==> src/pid_pkg.sv <==
// ----------------------------------------------------------------------------
// pid_pkg
// Shared types and constants for the positional PID step block.
// ----------------------------------------------------------------------------
`timescale 1ns / 1ps

package pid_pkg;

  localparam int GainWidth       = 16;
  localparam int CfgIdxWidth     = 3;
  localparam int QueueDepth      = 4;

  localparam int DefSampleWidth  = 16;
  localparam int DefGainFracBits = 8;
  localparam int DefSumWidth     = 32;

  typedef enum logic [CfgIdxWidth-1:0] {
    REG_GAIN_PROP  = 3'd0,
    REG_GAIN_INTEG = 3'd1,
    REG_GAIN_DERIV = 3'd2,
    REG_LIMIT_HIGH = 3'd3,
    REG_LIMIT_LOW  = 3'd4
  } cfg_reg_e;

  typedef struct packed {
    logic full;
    logic empty;
  } q_stat_t;

endpackage

==> src/pid_front.sv <==
// ----------------------------------------------------------------------------
// pid_front
// Accepts control ticks, forms the error, its first difference and the
// saturating integral, and pushes them into the work queue.
// ----------------------------------------------------------------------------
`timescale 1ns / 1ps

module pid_front #(
  parameter int SAMPLE_WIDTH = pid_pkg::DefSampleWidth,
  parameter int SUM_WIDTH    = pid_pkg::DefSumWidth
) (
  input  logic                              clk_i,
  input  logic                              rst_ni,
  input  logic                              in_valid_i,
  output logic                              in_stall_o,
  input  logic signed [SAMPLE_WIDTH-1:0]    setpoint_i,
  input  logic signed [SAMPLE_WIDTH-1:0]    measured_i,
  input  logic signed [pid_pkg::GainWidth-1:0] gain_integ_i,
  input  pid_pkg::q_stat_t                  q_stat_i,
  output logic                              push_o,
  output logic signed [SAMPLE_WIDTH:0]      err_o,
  output logic signed [SAMPLE_WIDTH+1:0]    diff_o,
  output logic signed [SUM_WIDTH-1:0]       integ_o
);
  import pid_pkg::*;

  localparam int EW = SAMPLE_WIDTH + 1;
  localparam int DW = SAMPLE_WIDTH + 2;
  localparam int SX = ((SUM_WIDTH > EW) ? SUM_WIDTH : EW) + 1;

  logic signed [EW-1:0]        last_error_q, last_error_d;
  logic signed [SUM_WIDTH-1:0] error_sum_q, error_sum_d;
  logic signed [EW-1:0]        err;
  logic signed [DW-1:0]        diff;
  logic signed [SX-1:0]        sum_ext;
  logic                        ovf_pos, ovf_neg;

  assign in_stall_o = q_stat_i.full;
  assign push_o     = in_valid_i && !q_stat_i.full;

  always_comb begin
    err     = EW'(setpoint_i) - EW'(measured_i);
    diff    = DW'(err) - DW'(last_error_q);
    sum_ext = SX'(error_sum_q) + SX'(err);
    ovf_neg = sum_ext[SX-1] && !(&sum_ext[SX-2:SUM_WIDTH-1]);
    ovf_pos = !sum_ext[SX-1] && (|sum_ext[SX-2:SUM_WIDTH-1]);
    if (gain_integ_i == '0) begin
      error_sum_d = '0;
    end else if (ovf_neg) begin
      error_sum_d = {1'b1, {(SUM_WIDTH-1){1'b0}}};
    end else if (ovf_pos) begin
      error_sum_d = {1'b0, {(SUM_WIDTH-1){1'b1}}};
    end else begin
      error_sum_d = sum_ext[SUM_WIDTH-1:0];
    end
    last_error_d = err;
  end

  always_ff @(posedge clk_i or negedge rst_ni) begin
    if (!rst_ni) begin
      last_error_q <= '0;
      error_sum_q  <= '0;
    end else if (push_o) begin
      last_error_q <= last_error_d;
      error_sum_q  <= error_sum_d;
    end
  end

  assign err_o   = err;
  assign diff_o  = diff;
  assign integ_o = error_sum_d;

endmodule

==> src/pid_queue.sv <==
// ----------------------------------------------------------------------------
// pid_queue
// Small first-in first-out queue between the front and back parts.
// ----------------------------------------------------------------------------
`timescale 1ns / 1ps

module pid_queue #(
  parameter int Width = 8,
  parameter int Depth = pid_pkg::QueueDepth
) (
  input  logic             clk_i,
  input  logic             rst_ni,
  input  logic             push_i,
  input  logic [Width-1:0] wdata_i,
  input  logic             pop_i,
  output logic [Width-1:0] rdata_o,
  output pid_pkg::q_stat_t q_stat_o
);
  import pid_pkg::*;

  localparam int PtrW = (Depth > 1) ? $clog2(Depth) : 1;
  localparam int CntW = $clog2(Depth + 1);

  logic [Width-1:0] mem_q [Depth];
  logic [PtrW-1:0]  wr_ptr_q, wr_ptr_d, rd_ptr_q, rd_ptr_d;
  logic [CntW-1:0]  count_q, count_d;
  logic             do_push, do_pop;

  assign do_push = push_i && (count_q != CntW'(Depth));
  assign do_pop  = pop_i && (count_q != '0);

  always_comb begin
    wr_ptr_d = wr_ptr_q;
    rd_ptr_d = rd_ptr_q;
    count_d  = count_q;
    if (do_push) begin
      wr_ptr_d = (wr_ptr_q == PtrW'(Depth - 1)) ? '0 : wr_ptr_q + 1'b1;
    end
    if (do_pop) begin
      rd_ptr_d = (rd_ptr_q == PtrW'(Depth - 1)) ? '0 : rd_ptr_q + 1'b1;
    end
    if (do_push && !do_pop) begin
      count_d = count_q + 1'b1;
    end else if (do_pop && !do_push) begin
      count_d = count_q - 1'b1;
    end
  end

  always_ff @(posedge clk_i or negedge rst_ni) begin
    if (!rst_ni) begin
      wr_ptr_q <= '0;
      rd_ptr_q <= '0;
      count_q  <= '0;
    end else begin
      wr_ptr_q <= wr_ptr_d;
      rd_ptr_q <= rd_ptr_d;
      count_q  <= count_d;
    end
  end

  always_ff @(posedge clk_i) begin
    if (do_push) begin
      mem_q[wr_ptr_q] <= wdata_i;
    end
  end

  assign rdata_o        = mem_q[rd_ptr_q];
  assign q_stat_o.full  = (count_q == CntW'(Depth));
  assign q_stat_o.empty = (count_q == '0);

endmodule

==> src/pid_back.sv <==
// ----------------------------------------------------------------------------
// pid_back
// Three-stage datapath: gain products, wide sum, then scale and clamp into
// the output register.
// ----------------------------------------------------------------------------
`timescale 1ns / 1ps

module pid_back #(
  parameter int SAMPLE_WIDTH   = pid_pkg::DefSampleWidth,
  parameter int GAIN_FRAC_BITS = pid_pkg::DefGainFracBits,
  parameter int SUM_WIDTH      = pid_pkg::DefSumWidth
) (
  input  logic                                 clk_i,
  input  logic                                 rst_ni,
  input  pid_pkg::q_stat_t                     q_stat_i,
  output logic                                 pop_o,
  input  logic signed [SAMPLE_WIDTH:0]         err_i,
  input  logic signed [SAMPLE_WIDTH+1:0]       diff_i,
  input  logic signed [SUM_WIDTH-1:0]          integ_i,
  input  logic signed [pid_pkg::GainWidth-1:0] gain_prop_i,
  input  logic signed [pid_pkg::GainWidth-1:0] gain_integ_i,
  input  logic signed [pid_pkg::GainWidth-1:0] gain_deriv_i,
  input  logic signed [SAMPLE_WIDTH-1:0]       limit_high_i,
  input  logic signed [SAMPLE_WIDTH-1:0]       limit_low_i,
  output logic                                 out_valid_o,
  input  logic                                 out_stall_i,
  output logic signed [SAMPLE_WIDTH-1:0]       drive_o
);
  import pid_pkg::*;

  localparam int EW = SAMPLE_WIDTH + 1;
  localparam int DW = SAMPLE_WIDTH + 2;
  localparam int PW = GainWidth + EW;
  localparam int IW = GainWidth + SUM_WIDTH;
  localparam int RW = GainWidth + DW;
  localparam int AW = ((RW > IW) ? RW : IW) + 2;

  logic                           advance;
  logic                           v1_q, v2_q, out_valid_q;
  logic signed [PW-1:0]           prod_p_q, prod_p_d;
  logic signed [IW-1:0]           prod_i_q, prod_i_d;
  logic signed [RW-1:0]           prod_d_q, prod_d_d;
  logic signed [AW-1:0]           acc_q, acc_d;
  logic signed [SAMPLE_WIDTH-1:0] drive_q, drive_d;
  logic signed [AW-1:0]           scaled, hi_ext, lo_ext, clip_hi;

  assign advance = !out_valid_q || !out_stall_i;
  assign pop_o   = advance && !q_stat_i.empty;

  always_comb begin
    prod_p_d = gain_prop_i * err_i;
    prod_i_d = gain_integ_i * integ_i;
    prod_d_d = gain_deriv_i * diff_i;
    acc_d    = AW'(prod_p_q) + AW'(prod_i_q) + AW'(prod_d_q);
    scaled   = acc_q >>> GAIN_FRAC_BITS;
    hi_ext   = AW'(limit_high_i);
    lo_ext   = AW'(limit_low_i);
    clip_hi  = (scaled > hi_ext) ? hi_ext : scaled;
    drive_d  = (clip_hi < lo_ext) ? limit_low_i : clip_hi[SAMPLE_WIDTH-1:0];
  end

  always_ff @(posedge clk_i or negedge rst_ni) begin
    if (!rst_ni) begin
      v1_q        <= 1'b0;
      v2_q        <= 1'b0;
      out_valid_q <= 1'b0;
    end else if (advance) begin
      v1_q        <= pop_o;
      v2_q        <= v1_q;
      out_valid_q <= v2_q;
    end
  end

  always_ff @(posedge clk_i) begin
    if (advance) begin
      prod_p_q <= prod_p_d;
      prod_i_q <= prod_i_d;
      prod_d_q <= prod_d_d;
      acc_q    <= acc_d;
      drive_q  <= drive_d;
    end
  end

  assign out_valid_o = out_valid_q;
  assign drive_o     = drive_q;

endmodule

==> src/positional_pid_step_top.sv <==
// ----------------------------------------------------------------------------
// positional_pid_step_top
// Drive comes from a register after the queue, product and sum registers.
// One tick per cycle until the four-entry queue fills on output stalls.
// Cycle time is set by the gain multipliers and the wide three-term sum.
// Reset clears the error history and integral and loads default gains and
// limits (zero gains, full-scale limits); no clearing pass is needed.
// ----------------------------------------------------------------------------
`timescale 1ns / 1ps

module positional_pid_step_top #(
  parameter int SAMPLE_WIDTH   = pid_pkg::DefSampleWidth,
  parameter int GAIN_FRAC_BITS = pid_pkg::DefGainFracBits,
  parameter int SUM_WIDTH      = pid_pkg::DefSumWidth,
  localparam int CfgWidth      = (SAMPLE_WIDTH > pid_pkg::GainWidth) ?
                                 SAMPLE_WIDTH : pid_pkg::GainWidth
) (
  input  logic                              clk_i,
  input  logic                              rst_ni,
  input  logic                              cfg_we_i,
  input  logic [pid_pkg::CfgIdxWidth-1:0]   cfg_idx_i,
  input  logic [CfgWidth-1:0]               cfg_data_i,
  input  logic                              in_valid_i,
  output logic                              in_stall_o,
  input  logic signed [SAMPLE_WIDTH-1:0]    setpoint_i,
  input  logic signed [SAMPLE_WIDTH-1:0]    measured_i,
  output logic                              out_valid_o,
  input  logic                              out_stall_i,
  output logic signed [SAMPLE_WIDTH-1:0]    drive_o
);
  import pid_pkg::*;

  localparam int EW = SAMPLE_WIDTH + 1;
  localparam int DW = SAMPLE_WIDTH + 2;
  localparam int QW = EW + DW + SUM_WIDTH;

  logic signed [GainWidth-1:0]    gain_prop_q, gain_integ_q, gain_deriv_q;
  logic signed [SAMPLE_WIDTH-1:0] limit_high_q, limit_low_q;

  logic                        push, pop;
  q_stat_t                     q_stat;
  logic signed [EW-1:0]        f_err, b_err;
  logic signed [DW-1:0]        f_diff, b_diff;
  logic signed [SUM_WIDTH-1:0] f_integ, b_integ;
  logic [QW-1:0]               q_wdata, q_rdata;

  always_ff @(posedge clk_i or negedge rst_ni) begin
    if (!rst_ni) begin
      gain_prop_q  <= '0;
      gain_integ_q <= '0;
      gain_deriv_q <= '0;
      limit_high_q <= {1'b0, {(SAMPLE_WIDTH-1){1'b1}}};
      limit_low_q  <= {1'b1, {(SAMPLE_WIDTH-1){1'b0}}};
    end else if (cfg_we_i) begin
      unique case (cfg_reg_e'(cfg_idx_i))
        REG_GAIN_PROP:  gain_prop_q  <= cfg_data_i[GainWidth-1:0];
        REG_GAIN_INTEG: gain_integ_q <= cfg_data_i[GainWidth-1:0];
        REG_GAIN_DERIV: gain_deriv_q <= cfg_data_i[GainWidth-1:0];
        REG_LIMIT_HIGH: limit_high_q <= cfg_data_i[SAMPLE_WIDTH-1:0];
        REG_LIMIT_LOW:  limit_low_q  <= cfg_data_i[SAMPLE_WIDTH-1:0];
        default: ;
      endcase
    end
  end

  pid_front #(
    .SAMPLE_WIDTH (SAMPLE_WIDTH),
    .SUM_WIDTH    (SUM_WIDTH)
  ) u_front (
    .clk_i        (clk_i),
    .rst_ni       (rst_ni),
    .in_valid_i   (in_valid_i),
    .in_stall_o   (in_stall_o),
    .setpoint_i   (setpoint_i),
    .measured_i   (measured_i),
    .gain_integ_i (gain_integ_q),
    .q_stat_i     (q_stat),
    .push_o       (push),
    .err_o        (f_err),
    .diff_o       (f_diff),
    .integ_o      (f_integ)
  );

  assign q_wdata = {f_err, f_diff, f_integ};

  pid_queue #(
    .Width (QW),
    .Depth (QueueDepth)
  ) u_queue (
    .clk_i    (clk_i),
    .rst_ni   (rst_ni),
    .push_i   (push),
    .wdata_i  (q_wdata),
    .pop_i    (pop),
    .rdata_o  (q_rdata),
    .q_stat_o (q_stat)
  );

  assign b_err   = q_rdata[QW-1 -: EW];
  assign b_diff  = q_rdata[SUM_WIDTH +: DW];
  assign b_integ = q_rdata[SUM_WIDTH-1:0];

  pid_back #(
    .SAMPLE_WIDTH   (SAMPLE_WIDTH),
    .GAIN_FRAC_BITS (GAIN_FRAC_BITS),
    .SUM_WIDTH      (SUM_WIDTH)
  ) u_back (
    .clk_i        (clk_i),
    .rst_ni       (rst_ni),
    .q_stat_i     (q_stat),
    .pop_o        (pop),
    .err_i        (b_err),
    .diff_i       (b_diff),
    .integ_i      (b_integ),
    .gain_prop_i  (gain_prop_q),
    .gain_integ_i (gain_integ_q),
    .gain_deriv_i (gain_deriv_q),
    .limit_high_i (limit_high_q),
    .limit_low_i  (limit_low_q),
    .out_valid_o  (out_valid_o),
    .out_stall_i  (out_stall_i),
    .drive_o      (drive_o)
  );

endmodule

==> config.mk <==
export PLATFORM = sky130hd
export DESIGN_NAME = positional_pid_step_top
export DESIGN_NICKNAME = d
export VERILOG_FILES = /design/src/pid_pkg.sv /design/src/pid_front.sv /design/src/pid_queue.sv /design/src/pid_back.sv /design/src/positional_pid_step_top.sv
export SDC_FILE = /design/constraint.sdc
export NUM_CORES = 2
export LEC_CHECK = 0
export ABC_AREA = 1
export ABC_CLOCK_PERIOD_IN_PS = 12880
export BUFFER_PORTS_ARGS = -buffer_cell sky130_fd_sc_hd__buf_2
export CAP_MARGIN = 40
export CORE_MARGIN = 2
export CORE_UTILIZATION = 50
export DETAILED_ROUTE_END_ITERATION = 6
export PLACE_DENSITY = 0.7
export SYNTH_ARGS = -nofsm -noshare
export SYNTH_HDL_FRONTEND = slang
export SYNTH_SLANG_ARGS = --single-unit
==> constraint.sdc <==
create_clock -name clk_i -period 12.88 [get_ports clk_i]
set_input_delay 1.932 -clock clk_i [delete_from_list [all_inputs] [get_ports clk_i]]
set_output_delay 1.932 -clock clk_i [all_outputs]
set_load 0.02 [all_outputs]
Word level (Yosys, flattened, before mapping)
Memory sizes are Yosys's and may differ from the RTL's.
Cells that the tools add are included.
{"block": "word_totals", "regBits": 320, "ram_bits": 268, "inputBits": 56, "out_inout_bits": 18, "elab_cells": 79, "n_memories": 1}
{"name": "u_queue.mem_q", "words": 4, "width": 67, "read_ports": 1, "rd_ports_with_merged_regs": 0, "wr": 1, "line": "pid_queue.sv:24", "text": "logic [Width-1:0] mem_q [Depth];"}
{"block": "op_classes", "n_addsub": 9, "n_mul": 3, "order_cmp": 2, "n_eq_ne": 8, "mux": 11, "n_reduce_logical": 27}
{"operator": "32-bit two-way mux", "count": 3}
{"operator": "49-bit by 34-bit adder with 50-bit output", "count": 1}
{"operator": "50-bit by 16-bit < comparator with 1-bit output", "count": 1}
{"operator": "50-bit two-way mux", "count": 1}
{"operator": "33-bit by 48-bit adder with 49-bit output", "count": 1}
{"operator": "16-bit by 32-bit multiplier with 48-bit output", "count": 1}
{"operator": "42-bit by 16-bit greater-than comparator with 1-bit output", "count": 1}
{"operator": "16-bit by 18-bit multiplier with 34-bit output", "count": 1}
{"operator": "32-bit by 17-bit adder with 33-bit output", "count": 1}
{"operator": "16-bit by 17-bit multiplier with 33-bit output", "count": 1}
{"operator": "17-bit by 17-bit subtractor with 18-bit output", "count": 1}
{"operator": "16-bit by 16-bit subtractor with 17-bit output", "count": 1}
{"operator": "16-bit logical NOT", "count": 1}
{"operator": "16-bit two-way mux", "count": 1}
{"operator": "2-bit AND reduction", "count": 5}
{"operator": "1-bit logical AND", "count": 8}
{"operator": "1-bit logical NOT", "count": 8}
{"operator": "3-bit by 2-bit == test with 1-bit output (second input constant)", "count": 2}
{"operator": "3-bit == test (second input constant)", "count": 2}
{"operator": "3-bit logical NOT", "count": 2}
{"operator": "3-bit two-way mux", "count": 2}
{"operator": "2-bit by 1-bit adder with 2-bit output (second input constant)", "count": 2}
{"operator": "2-bit == test (second input constant)", "count": 2}
{"operator": "2-bit two-way mux", "count": 2}
{"operator": "8 further kinds", "count": 9}

Depth between registers and ports, before layout
{"block": "logic_depth", "depth_word": 8, "ltp_mapped": 35, "depth_no_buf": 32}

By module
A second synthesis with hierarchy kept.
{"block": "hier_totals", "hier_cells": 8329, "hier_area_um2": 71780.1}
{"module": "pid_back", "instances": 1, "cells_per_inst": 6142, "area_per_inst_um2": 51309.2, "seq_area_each_um2": 5270.1}
{"module": "pid_queue", "instances": 1, "cells_per_inst": 843, "area_per_inst_um2": 11154.4, "seq_area_each_um2": 8222.9}
{"module": "pid_front", "instances": 1, "cells_per_inst": 988, "area_per_inst_um2": 6052.1, "seq_area_each_um2": 1226.2}
{"module": "positional_pid_step_top", "instances": 1, "cells_per_inst": 356, "area_per_inst_um2": 3264.4, "seq_area_each_um2": 2021.9}

Least setup slack after synthesis
Ideal clock, no wire load.
{"block": "synth_timing", "kind": "input-to-reg", "start": "in out_stall_i", "end": "reg u_queue.count_q[1]", "setup_ns": 0.125, "t_arrival_ns": 7.663, "required_time_ns": 12.755, "path_slack_ns": 5.093, "cell_stages": 6, "n_path_buf": 0, "cell_sequence": "nand2_1 > o31ai_1 > ha_1 > inv_1 > fa_1 > mux2_2"}
{"block": "synth_between", "elab_chain_cells": 7}
{"item": "from (decl)", "line": "positional_pid_step_top.sv:28", "text": "input logic out_stall_i,"}
{"item": "1-bit logical NOT", "line": "pid_back.sv:47", "text": "assign advance = !out_valid_q || !out_stall_i;"}
{"item": "1-bit logical OR", "line": "pid_back.sv:47"}
{"item": "1-bit logical AND", "line": "pid_back.sv:48", "text": "assign pop_o = advance && !q_stat_i.empty;"}
{"item": "1-bit logical AND", "line": "pid_queue.sv:30", "text": "assign do_pop = pop_i && (count_q != '0);"}
{"item": "1-bit logical NOT", "line": "pid_queue.sv:42", "text": "if (do_push && !do_pop) begin"}
{"item": "1-bit logical AND", "line": "pid_queue.sv:42"}
{"item": "3-bit two-way mux", "line": "pid_queue.sv:42"}
{"item": "net u_queue.count_d[1]", "line": "pid_queue.sv:26", "text": "logic [CntW-1:0] count_q, count_d;"}
{"item": "to (signal assigned)", "line": "pid_queue.sv:57", "text": "count_q <= count_d;"}
{"item": "to (decl)", "line": "pid_queue.sv:26"}
The timed path passes the listed nets, and every way through them passes these cells.
A chain may end at the register's enable or synchronous reset.

Worst setup path after layout
{"block": "layout_timing", "start": "reg u_queue.rd_ptr_q[0]", "end": "reg u_back.prod_d_q[28], data pin"}
{"block": "layout_between", "elab_chain_cells": 2}
{"item": "from (decl)", "line": "pid_queue.sv:25", "text": "logic [PtrW-1:0] wr_ptr_q, wr_ptr_d, rd_ptr_q, rd_ptr_d;"}
{"item": "from (signal assigned)", "line": "pid_queue.sv:56", "text": "rd_ptr_q <= rd_ptr_d;"}
{"item": "memory read 4 x 67 bit"}
{"item": "16-bit by 18-bit multiplier with 34-bit output", "line": "pid_back.sv:53", "text": "prod_d_d = gain_deriv_i * diff_i;"}
{"item": "net u_back.prod_d_d[28]", "line": "pid_back.sv:42", "text": "logic signed [RW-1:0] prod_d_q, prod_d_d;"}
{"item": "to (signal assigned)", "line": "pid_back.sv:78", "text": "prod_d_q <= prod_d_d;"}
{"item": "to (decl)", "line": "pid_back.sv:42"}
The timed path passes the listed nets, and every way through them passes these cells.

==> impl_metrics.json <==
{
  "status": "finished with violations",
  "failed_checks": "design-rule violations",
  "yosys.area.top_type_share_pct": 32.4,
  "yosysTopAreaCell": "fa_1",
  "hp-class": "flip-flop to flip-flop",
  "relSlewSlack_pct": 34.9,
  "drt_first_pass_iters": 7,
  "synth_flop_cell": "edfxtp_1",
  "grt_start_max_net_pins": 80,
  "vias": 50400,
  "ys_seq_area_share_pct": 24.5,
  "hold_viol": 0,
  "arrival_ns": 9.24,
  "grt_pass1_vias": 53400,
  "cpMostUsedCell": "inv_1",
  "die_h_um": 373,
  "synth-edff-count": 441,
  "gp_congestion": 1.01,
  "netlist_top_cells_area": "fa_1 32%, edfxtp_1 19%, inv_1 9.2%",
  "routedWlPerCell_um": 19.9,
  "synthCells": 7569,
  "synth-seq-cells": 580,
  "synth_area_um2": 68200,
  "worst_setup_hold_path_clk_slew_ns": 0.07,
  "grt_usage_pct": 27.4,
  "postCtsHoldBufs": 0,
  "grt_pass1_wl_um": 298000,
  "drt_iter0_drc": 4578,
  "clk-insertion-delay-late_ns": 0.70,
  "ctsHtreeMaxLevel": 2,
  "tritoncts": "yes",
  "cts_setup_buffers": 0,
  "fmax_mhz": 113,
  "critPathCaptureType": "flip-flop",
  "tns_ns": 0,
  "cts_inserted_buffers": 61,
  "ys_async_sr_fraction_pct": 24.0,
  "min_period_ns": 8.82,
  "die_w_um": 373,
  "finClkSkew_ns": 0.0488,
  "critPathKind": "flip-flop to flip-flop",
  "cp-start-kind": "flip-flop",
  "grt.overflow.total": 0,
  "io_pins": 74,
  "ant_nets": 0,
  "grt_antenna_before_repair": 10,
  "rsz0062_at_grt": "false",
  "areaGrowthSynthToFinish_pct": 6.51,
  "io_buffers": 73,
  "cp_max_fo": 79,
  "diodes": 0,
  "viasPerCell": 5.37,
  "cts_sinks": 580,
  "cp_num_buf_inv": 9,
  "hpwl_um": 148000,
  "cpPeakStageDelay_ns": 0.73,
  "drive_above_1_share_pct": 3.74,
  "worst_slack_ns": 4.06,
  "fillers": 12300,
  "worstPathRequired_ns": 13.30,
  "cts_resized": 0,
  "core_um2": 135000,
  "cpLargestDelayFamily": "adder cells",
  "die_area_um2": 139000,
  "num_rows": 135,
  "clock_path_buffers": 3,
  "drv_cap": 0,
  "final_nets": 9193,
  "initial_core_util_pct": 50.3,
  "wl_um": 187000,
  "cp_slowest_cell": "dfrtp_4",
  "yosysWarnings": 0,
  "tightest_slew_ns": 0.976,
  "slew_violations": 0,
  "synth_nets": 9214,
  "cts_root_buffer": "clkbuf_16",
  "syn-mean-instance-area_um2": 9.01,
  "dp_slack_ns": 4.21,
  "period_share_pct": 68.5,
  "drc": 18,
  "setup_viol": 0,
  "ys_types": 58
}
## flip-flops by register name (all words and copies together) (netlist names), 2 cells and up
name / flops
gain_deriv_q: 16
gain_integ_q: 16
gain_prop_q: 16
limit_high_q: 16
limit_low_q: 16
u_back.acc_q: 42
u_back.drive_o: 16
u_back.prod_d_q: 34
u_back.prod_i_q: 48
u_back.prod_p_q: 33
u_front.error_sum_q: 32
u_front.last_error_q: 17
u_queue.count_q: 3
u_queue.mem_q: 268
u_queue.rd_ptr_q: 2
u_queue.wr_ptr_q: 2
## stage by stage
step           std cells  utilization, %  area, um^2  hold WS (ns)
2_1_floorplan       7569               -       68200         0.420
3_3_place_gp        9254            51.9       70400         0.439
3_5_place_dp        9266            52.1       70600         0.441
4_1_cts             9380            53.6       72600         0.457
5_1_grt             9380            53.6       72600         0.481
6_report            9380            53.6       72600         0.452
## final timing paths
path,startpoint,end,slack [ns],cells past startpoint
worst max register to register,u_queue.rd_ptr_q[0],u_back.prod_d_q[28],4.06,28
max in group asynchronous,rst_ni,gain_deriv_q[5],9.81,3
worst min register to register,u_back.v2_q,u_back.out_valid_o,0.45,2
worst max-delay path,u_queue.rd_ptr_q[0],u_back.prod_d_q[28],4.06,28
worst min-delay path,u_back.v2_q,u_back.out_valid_o,0.45,2
min in group asynchronous,rst_ni,u_front.error_sum_q[7],1.17,1
## layer usage
metal | vias to the layer above | part of all wire [%] | wire length [um] | GRT usage, %
met3 | 365 | 8.1 | 15100 | 5.21
met1 | 24900 | 41 | 77400 | 36.6
met5 | - | 0.039 | 72 | 0
met4 | 8 | 3.3 | 6070 | 8.25
met2 | 2003 | 47 | 88200 | 45.4
li1 | 23000 | - | - | -
## logic make-up (layout without fill, tap and decap cells)
logic type	after synthesis	in the layout	synth area share, %
mux	1	1	0.0165
compound gates	746	746	6.15
flops	580	580	24.5
simple gates	2501	2501	14.5
xor+xnor	223	223	2.89
fa+ha+maj	1589	1589	41.3
buf+inv	1929	1959	10.7
## final cells by class
type	count	area [um^2]	share of cell area, %
inverter	1714	6440	8.86
sequential	580	16700	23.1
multi-input combinational	5060	44200	60.9
clock buffer	72	1620	2.23
tap	1781	2230	3.07
clock inverter	42	440	0.606
timing repair buffer	131	938	1.29
## cell usage after synthesis (19+ instances only)
master / instances
a31oi_1: 45
xor2_1: 144
ha_1: 486
nand4_1: 23
o21ai_0: 235
o21ai_1: 36
a21o_1: 19
a21oi_1: 288
clkbuf_1: 171
fa_1: 1103
nor2_1: 668
o21bai_1: 24
buf_1: 34
clkinv_1: 38
nand2_1: 1530
dfrtp_1: 123
edfxtp_1: 441
o21a_1: 23
inv_1: 1673
xnor2_1: 77
nand3_1: 222
nor3_1: 23
## worst register-to-register path, delay by kind of cell, from the launching register on
family	cells	cell delay, ns
AOI/OAI and AO/OA	3	0.64
adders and majority gates	7	3.48
buffers and inverters	9	2.24
DFF	1	0.73
and+or+nand+nor	9	1.45
## placed cells by master (no fill, tap or decap), types with 16 or more instances in the layout
cell type | netlist | layout
dfrtp_1 | 123 | 121
buf_4 | 3 | 49
fa_1 | 1103 | 1103
nand2_1 | 1530 | 1529
o21ai_1 | 36 | 36
o21ai_0 | 235 | 235
nor4_1 | 16 | 16
dfstp_2 | 16 | 16
edfxtp_1 | 441 | 441
nand4_1 | 23 | 23
buf_2 | 6 | 72
a21oi_1 | 288 | 288
ha_1 | 486 | 486
o21bai_1 | 24 | 24
a31oi_1 | 45 | 45
a21o_1 | 19 | 19
xnor2_1 | 77 | 77
nor2_1 | 668 | 663
clkinv_1 | 38 | 45
xor2_1 | 144 | 144
inv_1 | 1673 | 1673
o21a_1 | 23 | 23
clkbuf_16 | 0 | 61
nand3_1 | 222 | 222
nor3_1 | 23 | 23
Power is not shown: default switching activity piles up to over one toggle a cycle in this logic, so the estimate is an artifact.
